===== src/rtl/xdec_pkg.sv =====
// shared types, codes and decode helpers for the 16-bit x86 instruction decoder
`default_nettype none

package xdec_pkg;

    // operation codes
    localparam logic [2:0] OPER_MOV   = 3'd0;
    localparam logic [2:0] OPER_ADD   = 3'd1;
    localparam logic [2:0] OPER_SUB   = 3'd2;
    localparam logic [2:0] OPER_CMP   = 3'd3;
    localparam logic [2:0] OPER_UNREC = 3'd4;

    // encoding form codes
    localparam logic [1:0] FORM_REG_RM = 2'd0;
    localparam logic [1:0] FORM_IMM_RM = 2'd1;
    localparam logic [1:0] FORM_IMM_AX = 2'd2;

    // opcode patterns
    localparam logic [5:0] MOV_RM_PREFIX = 6'b100010;
    localparam logic [5:0] IMM_RM_PREFIX = 6'b100000;
    localparam logic [7:0] ACC_MASK      = 8'b11000110;
    localparam logic [7:0] ACC_PATTERN   = 8'b00000100;

    // extension codes
    localparam logic [2:0] EXT_ADD = 3'b000;
    localparam logic [2:0] EXT_SUB = 3'b101;
    localparam logic [2:0] EXT_CMP = 3'b111;
    localparam logic [2:0] RM_DIRECT = 3'b110;

    // mod field codes
    localparam logic [1:0] MOD_NO_DISP = 2'd0;
    localparam logic [1:0] MOD_DISP8   = 2'd1;
    localparam logic [1:0] MOD_DISP16  = 2'd2;
    localparam logic [1:0] MOD_REG     = 2'd3;

    localparam int unsigned IMM_W  = 17;
    localparam int unsigned DISP_W = 16;
    localparam int unsigned OUT_DATA_W = 56;

    // assembled instruction bytes handed from front to back
    typedef struct packed {
        logic [7:0]        opcode;
        logic [7:0]        modrm;
        logic [DISP_W-1:0] disp;
        logic [IMM_W-1:0]  imm;
    } instr_rec_t;

    function automatic logic is_acc_form(input logic [7:0] op);
        return (op & ACC_MASK) == ACC_PATTERN;
    endfunction

    function automatic logic is_imm_form(input logic [7:0] op);
        return op[7:2] == IMM_RM_PREFIX;
    endfunction

    // number of displacement bytes after a modrm byte
    function automatic logic [1:0] disp_len(input logic [7:0] modrm);
        logic [1:0] len;
        len = 2'd0;
        unique case (modrm[7:6])
            MOD_NO_DISP: len = (modrm[2:0] == RM_DIRECT) ? 2'd2 : 2'd0;
            MOD_DISP8:   len = 2'd1;
            MOD_DISP16:  len = 2'd2;
            MOD_REG:     len = 2'd0;
            default:     len = 2'd0;
        endcase
        return len;
    endfunction

    // number of immediate bytes for an opcode
    function automatic logic [1:0] imm_len(input logic [7:0] op);
        logic [1:0] len;
        len = 2'd0;
        if (is_acc_form(op))
        begin
            len = op[0] ? 2'd2 : 2'd1;
        end
        else if (is_imm_form(op))
        begin
            len = (!op[0] || op[1]) ? 2'd1 : 2'd2;
        end
        return len;
    endfunction

    function automatic logic [2:0] oper_from_ext(input logic [2:0] ext);
        logic [2:0] oper;
        unique case (ext)
            EXT_ADD: oper = OPER_ADD;
            EXT_SUB: oper = OPER_SUB;
            EXT_CMP: oper = OPER_CMP;
            default: oper = OPER_UNREC;
        endcase
        return oper;
    endfunction

endpackage

`default_nettype wire


===== src/rtl/xdec_front.sv =====
// byte assembler: tracks the byte position and collects one instruction record
`default_nettype none

module xdec_front (
    input  wire logic                clk,
    input  wire logic                rst_n,
    input  wire logic                byte_valid,
    input  wire logic [7:0]          byte_data,
    input  wire logic                push_ready,
    output logic                     byte_ready,
    output logic                     push_valid,
    output xdec_pkg::instr_rec_t     push_rec
);
    import xdec_pkg::*;

    typedef enum logic [2:0] {
        ST_OPCODE  = 3'd0,
        ST_MODRM   = 3'd1,
        ST_DISP_LO = 3'd2,
        ST_DISP_HI = 3'd3,
        ST_IMM_LO  = 3'd4,
        ST_IMM_HI  = 3'd5
    } stage_t;

    stage_t            stage_reg, stage_next;
    logic [7:0]        opcode_reg, opcode_next;
    logic [7:0]        modrm_reg, modrm_next;
    logic [DISP_W-1:0] disp_reg, disp_next;
    logic [7:0]        imm_lo_reg, imm_lo_next;
    logic [IMM_W-1:0]  imm_value;
    logic              done;
    logic              take;

    assign byte_ready = push_ready;
    assign take       = byte_valid && push_ready;

    // next stage and stored bytes
    always_comb
    begin
        stage_next  = stage_reg;
        opcode_next = opcode_reg;
        modrm_next  = modrm_reg;
        disp_next   = disp_reg;
        imm_lo_next = imm_lo_reg;
        imm_value   = '0;
        done        = 1'b0;
        unique case (stage_reg)
            ST_MODRM:
            begin
                modrm_next = byte_data;
                if (disp_len(byte_data) != 2'd0)
                begin
                    stage_next = ST_DISP_LO;
                end
                else if (imm_len(opcode_reg) != 2'd0)
                begin
                    stage_next = ST_IMM_LO;
                end
                else
                begin
                    done = 1'b1;
                end
            end
            ST_DISP_LO:
            begin
                disp_next = {{8{byte_data[7]}}, byte_data};
                if (disp_len(modrm_reg) == 2'd2)
                begin
                    stage_next = ST_DISP_HI;
                end
                else if (imm_len(opcode_reg) != 2'd0)
                begin
                    stage_next = ST_IMM_LO;
                end
                else
                begin
                    done = 1'b1;
                end
            end
            ST_DISP_HI:
            begin
                disp_next = {byte_data, disp_reg[7:0]};
                if (imm_len(opcode_reg) != 2'd0)
                begin
                    stage_next = ST_IMM_LO;
                end
                else
                begin
                    done = 1'b1;
                end
            end
            ST_IMM_LO:
            begin
                imm_lo_next = byte_data;
                if (imm_len(opcode_reg) == 2'd2)
                begin
                    stage_next = ST_IMM_HI;
                end
                else
                begin
                    done = 1'b1;
                    if (is_imm_form(opcode_reg) && opcode_reg[1] && opcode_reg[0]
                        && byte_data[7])
                    begin
                        imm_value = {9'h1FF, byte_data};
                    end
                    else
                    begin
                        imm_value = {9'h000, byte_data};
                    end
                end
            end
            ST_IMM_HI:
            begin
                done      = 1'b1;
                imm_value = {1'b0, byte_data, imm_lo_reg};
            end
            default:
            begin
                opcode_next = byte_data;
                modrm_next  = '0;
                disp_next   = '0;
                imm_lo_next = '0;
                stage_next  = is_acc_form(byte_data) ? ST_IMM_LO : ST_MODRM;
            end
        endcase
        if (done)
        begin
            stage_next = ST_OPCODE;
        end
    end

    // record handed to the queue on the completing byte
    assign push_valid      = take && done;
    assign push_rec.opcode = opcode_reg;
    assign push_rec.modrm  = modrm_next;
    assign push_rec.disp   = disp_next;
    assign push_rec.imm    = imm_value;

    // stage and byte stores
    always_ff @(posedge clk or negedge rst_n)
    begin
        if (!rst_n)
        begin
            stage_reg  <= ST_OPCODE;
            opcode_reg <= '0;
            modrm_reg  <= '0;
            disp_reg   <= '0;
            imm_lo_reg <= '0;
        end
        else if (take)
        begin
            stage_reg  <= stage_next;
            opcode_reg <= opcode_next;
            modrm_reg  <= modrm_next;
            disp_reg   <= disp_next;
            imm_lo_reg <= imm_lo_next;
        end
    end

endmodule

`default_nettype wire


===== src/rtl/xdec_queue.sv =====
// two-entry queue of assembled instruction records
`default_nettype none

module xdec_queue (
    input  wire logic                clk,
    input  wire logic                rst_n,
    input  wire logic                push_valid,
    input  wire xdec_pkg::instr_rec_t push_rec,
    output logic                     push_ready,
    output logic                     pop_valid,
    input  wire logic                pop_ready,
    output xdec_pkg::instr_rec_t     pop_rec
);
    import xdec_pkg::*;

    instr_rec_t  entry_reg [2];
    logic        wr_ptr_reg, rd_ptr_reg;
    logic [1:0]  count_reg, count_next;
    logic        do_push, do_pop;

    assign push_ready = (count_reg != 2'd2);
    assign pop_valid  = (count_reg != 2'd0);
    assign pop_rec    = entry_reg[rd_ptr_reg];
    assign do_push    = push_valid && push_ready;
    assign do_pop     = pop_valid && pop_ready;

    // occupancy update
    always_comb
    begin
        count_next = count_reg;
        if (do_push && !do_pop)
        begin
            count_next = count_reg + 2'd1;
        end
        else if (do_pop && !do_push)
        begin
            count_next = count_reg - 2'd1;
        end
    end

    // pointers and count
    always_ff @(posedge clk or negedge rst_n)
    begin
        if (!rst_n)
        begin
            wr_ptr_reg <= 1'b0;
            rd_ptr_reg <= 1'b0;
            count_reg  <= 2'd0;
        end
        else
        begin
            count_reg <= count_next;
            if (do_push)
            begin
                wr_ptr_reg <= ~wr_ptr_reg;
            end
            if (do_pop)
            begin
                rd_ptr_reg <= ~rd_ptr_reg;
            end
        end
    end

    // entry storage
    always_ff @(posedge clk)
    begin
        if (do_push)
        begin
            entry_reg[wr_ptr_reg] <= push_rec;
        end
    end

endmodule

`default_nettype wire


===== src/rtl/xdec_back.sv =====
// field decode of an instruction record into the registered output transfer
`default_nettype none

module xdec_back (
    input  wire logic                          clk,
    input  wire logic                          rst_n,
    input  wire logic                          rec_valid,
    input  wire xdec_pkg::instr_rec_t          rec,
    output logic                               rec_ready,
    output logic                               out_valid,
    input  wire logic                          out_ready,
    output logic [xdec_pkg::OUT_DATA_W-1:0]    out_data
);
    import xdec_pkg::*;

    logic              acc, immf;
    logic [2:0]        oper;
    logic [1:0]        form;
    logic [1:0]        mode;
    logic [2:0]        reg_f, rm_f;
    logic              direct;
    logic [DISP_W-1:0] disp;
    logic [OUT_DATA_W-1:0] data_next;
    logic              out_valid_reg;
    logic [OUT_DATA_W-1:0] out_data_reg;
    logic              load;

    // field decode
    always_comb
    begin
        acc   = is_acc_form(rec.opcode);
        immf  = is_imm_form(rec.opcode);
        mode  = acc ? 2'd0 : rec.modrm[7:6];
        reg_f = acc ? 3'd0 : rec.modrm[5:3];
        rm_f  = acc ? 3'd0 : rec.modrm[2:0];
        if (rec.opcode[7:2] == MOV_RM_PREFIX)
        begin
            oper = OPER_MOV;
        end
        else if (immf)
        begin
            oper = oper_from_ext(reg_f);
        end
        else if (rec.opcode[7:6] == 2'b00)
        begin
            oper = oper_from_ext(rec.opcode[5:3]);
        end
        else
        begin
            oper = OPER_UNREC;
        end
        form   = acc ? FORM_IMM_AX : (immf ? FORM_IMM_RM : FORM_REG_RM);
        direct = !acc && (mode == MOD_NO_DISP) && (rm_f == RM_DIRECT);
        disp   = (acc || disp_len(rec.modrm) == 2'd0) ? '0 : rec.disp;
        data_next = {7'd0, rec.imm, disp, direct, rm_f, reg_f, mode,
                     rec.opcode[0], rec.opcode[1], form, oper};
    end

    assign load      = rec_valid && (!out_valid_reg || out_ready);
    assign rec_ready = !out_valid_reg || out_ready;
    assign out_valid = out_valid_reg;
    assign out_data  = out_data_reg;

    // output register
    always_ff @(posedge clk or negedge rst_n)
    begin
        if (!rst_n)
        begin
            out_valid_reg <= 1'b0;
        end
        else if (!out_valid_reg || out_ready)
        begin
            out_valid_reg <= rec_valid;
        end
    end

    always_ff @(posedge clk)
    begin
        if (load)
        begin
            out_data_reg <= data_next;
        end
    end

endmodule

`default_nettype wire


===== src/rtl/x86_16bit_instruction_decoder.sv =====
// Byte-serial decoder for a subset of 16-bit x86 code (MOV and ADD/SUB/CMP register/memory,
// immediate and accumulator forms). One code byte is taken per cycle with no gaps between
// instructions while the queue has room; the byte that completes an instruction
// produces one decoded record, which the front assembler pushes into a two-record
// queue and the back decoder decodes into an output register, so an output stall holds
// off input bytes only once the queue is full. The byte assembler sets that rate.
`default_nettype none

module x86_16bit_instruction_decoder (
    input  wire logic        clk,
    input  wire logic        rst_n,
    input  wire logic        s_tvalid,
    output logic             s_tready,
    input  wire logic [7:0]  s_tdata,   // code_byte[7:0]
    output logic             m_tvalid,
    input  wire logic        m_tready,
    // operation[2:0], encoding_form[4:3], direction_bit[5], wide_bit[6], mode_field[8:7],
    // reg_field[11:9], rm_field[14:12], direct_flag[15], displacement[31:16],
    // immediate[48:32], zero[55:49]
    output logic [xdec_pkg::OUT_DATA_W-1:0] m_tdata
);
    import xdec_pkg::*;

    instr_rec_t push_rec, pop_rec;
    logic       push_valid, push_ready;
    logic       pop_valid, pop_ready;

    // byte assembly
    xdec_front u_front (
        .clk        (clk),
        .rst_n      (rst_n),
        .byte_valid (s_tvalid),
        .byte_data  (s_tdata),
        .push_ready (push_ready),
        .byte_ready (s_tready),
        .push_valid (push_valid),
        .push_rec   (push_rec)
    );

    // record queue
    xdec_queue u_queue (
        .clk        (clk),
        .rst_n      (rst_n),
        .push_valid (push_valid),
        .push_rec   (push_rec),
        .push_ready (push_ready),
        .pop_valid  (pop_valid),
        .pop_ready  (pop_ready),
        .pop_rec    (pop_rec)
    );

    // field decode and output
    xdec_back u_back (
        .clk       (clk),
        .rst_n     (rst_n),
        .rec_valid (pop_valid),
        .rec       (pop_rec),
        .rec_ready (pop_ready),
        .out_valid (m_tvalid),
        .out_ready (m_tready),
        .out_data  (m_tdata)
    );

endmodule

`default_nettype wire

===== config.mk =====
export PLATFORM = sky130hd
export DESIGN_NAME = x86_16bit_instruction_decoder
export DESIGN_NICKNAME = d
export VERILOG_FILES = /design/src/rtl/xdec_pkg.sv /design/src/rtl/xdec_front.sv /design/src/rtl/xdec_queue.sv /design/src/rtl/xdec_back.sv /design/src/rtl/x86_16bit_instruction_decoder.sv
export SDC_FILE = /design/constraint.sdc
export NUM_CORES = 1
export LEC_CHECK = 0
export BUFFER_PORTS_ARGS = -buffer_cell sky130_fd_sc_hd__buf_2
export CAP_MARGIN = 5
export CORE_AREA = 2 2 136 125
export CTS_CLUSTER_SIZE = 16
export DETAILED_ROUTE_END_ITERATION = 6
export DIE_AREA = 0 0 138 127
export HOLD_SLACK_MARGIN = 0.06
export PLACE_DENSITY = 0.75
export SKIP_CTS_REPAIR_TIMING = 1
export SYNTH_ARGS = -nofsm -noshare
export SYNTH_HDL_FRONTEND = slang
export SYNTH_SLANG_ARGS = --single-unit

===== constraint.sdc =====
create_clock -name clk -period 4.9 [get_ports clk]
set_input_delay 0.49 -clock clk [delete_from_list [all_inputs] [get_ports clk]]
set_output_delay 0.49 -clock clk [all_outputs]
set_load 0.03 [all_outputs]

==> flow_summary.toml <==
[route]
post_drt_wl_per_cell_microns = 18.6
antenna_left = 0
vias = 4754
postRouteWirelength_microns = 15400
firstDrtPassIters = 5
drc = 0
drt-initial-drc-count = 373
viasPerCell = 5.75

[cells_and_area]
postLayoutCoreUtil_pct = 57.4
largest_reg_flops = 98
ff_latch_area_sq_mm = 0.00562
diodes = 0
fin_nets = 621
fill_cells = 1284
drive_gt1_share_pct = 25.6
area_growth_pct = 11.7
final_cell_count_no_fill = 827
multi_input_area_sq_mm = 0.00234

[timing]
finalCritPeriodShare_pct = 70.9
drv_slew = 0
relSlewSlack_pct = 22.5
setup_tns_ps = 0
rsz0062_at_grt = "no"
finalSetupViolCount = 0
fmax_ghz = 0.288
fin_ws_ps = 1420
tightestPinTransition_ps = 1160
finalCriticalPeriod_ps = 3480
clock_skew_ps = 10.7
hold_viol_final = 0

[die]
core_area_sq_mm = 0.0160
die_w_microns = 138
io-pin-count = 70
floorplan.rows = 44
dieArea_sq_mm = 0.0175
start_util_pct = 51.4
die_h_microns = 127

[placed_design]
hpwlAfterDp_microns = 9710
port-buffer-count = 62
dp_slack_ps = 1440
dp_cells = 795
gp_congestion = 0.821

[synthesis]
avgSynthCellArea_sq_um = 14.8
syn_inst = 556
ys.flop_type = "edfxtp_1"
synth_warnings = 0
synthTopCellsByCount = "edfxtp_1, dfrtp_1, nor2_1, nand2_1, mux2_2"
yosysMostFrequentCell = "edfxtp_1"
synthArstFlopShare_pct = 24.6
synth_area_sq_mm = 0.00821
synth_top_cell_by_area = "edfxtp_1"
yosysUniqueCellTypes = 66
yosys_register_bits = 195
synth_edf_count = 147
synth_top_area_share_pct = 53.8
netlist_top_cells_area = "edfxtp_1, dfrtp_1, mux2_2"
yosysSeqAreaShare_pct = 68.4

[setup_path]
startpoint_type = "flip-flop"
worstSetupPathType = "flip-flop to flip-flop"
required_ps = 4980
end_kind = "flip-flop"
cp_max_fo = 33
cp.arrival_ps = 3550

[clocking]
cts-root-buf = "clkbuf_16"
clock-sinks = 195
cts_buffers = 17
clkTransAtPathRegs_ps = 70
clkLatencyLatePin_ps = 430
clockBufferDepth = 2
htree_levels = 4
cts_tree = "yes"

[power]
intPower_mw = 4.00
combPwrFrac_pct = 32.3
power.leakage_nw = 3.58
cellPowerDensity_mw_per_mm2 = 678
p_sw_mw = 2.22
vdd_ir_drop_max_mv = 0.396
clkPwrFrac_pct = 22.3
fin_total_pwr_mw = 6.22
pwr-share-seq_pct = 45.4
switching_share_pct = 35.6

[global_routing]
grt.total_usage_pct = 18.3
grt_max_degree = 50
grt_pass1_wl_microns = 24900
grt-ovfl-total = 0
antenna_found_initial = 0
grt_pass1_vias = 4752

[run_status]
status = "finished, final reports clean"

[run]
maxCapViolations = 0

[worst_hold_path]
hp-class = "input port to asynchronous set/reset pin"
[cells in the final DEF (no fill, tap or decap), types with 7 or more instances in the layout]
master	Yosys	layout
a22oi_1	8	8
a22o_1	33	33
a21o_1	11	11
mux2i_1	25	25
clkbuf_16	0	17
nor3_1	7	7
edfxtp_1	147	147
buf_2	10	62
nand2b_1	7	7
nor2_1	40	40
mux2_2	37	37
a21oi_1	14	14
dfrtp_1	48	47
o21ai_0	18	18
conb_1	1	7
nand2_1	39	39
[layout make-up]
cell class	instances	share of cell area (%)
flip-flops and latches	195	61.2
well taps	207	2.82
clock buffers	20	4.76
inverters	7	0.286
multi-input cells	321	25.5
clock inverters	12	1.73
repair buffers	65	3.63
[metal layers]
layer	GRT usage (%)	part of all wire [%]	vias up	wire length [microns]
li1	-	-	2186	-
met1	24.8	44	2346	6700
met2	29.0	48	182	7380
met3	4.76	6.4	40	983
met4	6.36	1.9	0	297
met5	0	0	-	0
[cells by family after synthesis]
kind of cell	after synthesis	synth area share [%]
compound gates	108	10.2
flops	195	68.4
fa+ha+maj	2	0.305
mux	63	8.31
other cells	1	0.0457
simple gates	134	8.58
buf+inv	46	3.44
xor+xnor	7	0.747
[power by group through the flow]
stage	sequential [mW]	combinational (mW)	clock, mW
detailed placement	2.85	2.00	0
global placement	2.82	1.94	0
global route	2.89	2.18	1.48
CTS	2.82	2.02	1.41
floorplan	3.10	1.30	0
finish	2.82	2.01	1.39
[final timing paths]
kind | start | endpoint | slack, ps | cells after the start
setup / recovery | u_front.stage_reg[0] | u_queue.entry_reg[0][27] | 1420 | 7
hold / removal | rst_n | u_queue.count_reg[1] | 260 | 1
setup reg to reg | u_front.stage_reg[0] | u_queue.entry_reg[0][27] | 1420 | 7
hold reg to reg | u_front.disp_reg[15] | u_front.disp_reg[15] | 500 | 1
max in group asynchronous | rst_n | u_queue.rd_ptr_reg | 3890 | 1
min in group clk | m_tready | u_back.out_valid | 330 | 3
[through the flow]
stage	instance area, sq um	hold slack (ps)
floorplan	8230	194
global placement	8580	461
detailed placement	8580	473
CTS	9170	288
global route	9170	353
finish	9170	259
[worst max-delay path, cell delays in order (launching register included)]
cell and delay, ps:
dfrtp_1 980, nor3b_1 270, buf_4 220, o311a_1 210
o22ai_2 120, a21oi_2 260, nor2b_4 530, buf_4 490
Power figures use the tool's default switching activity.
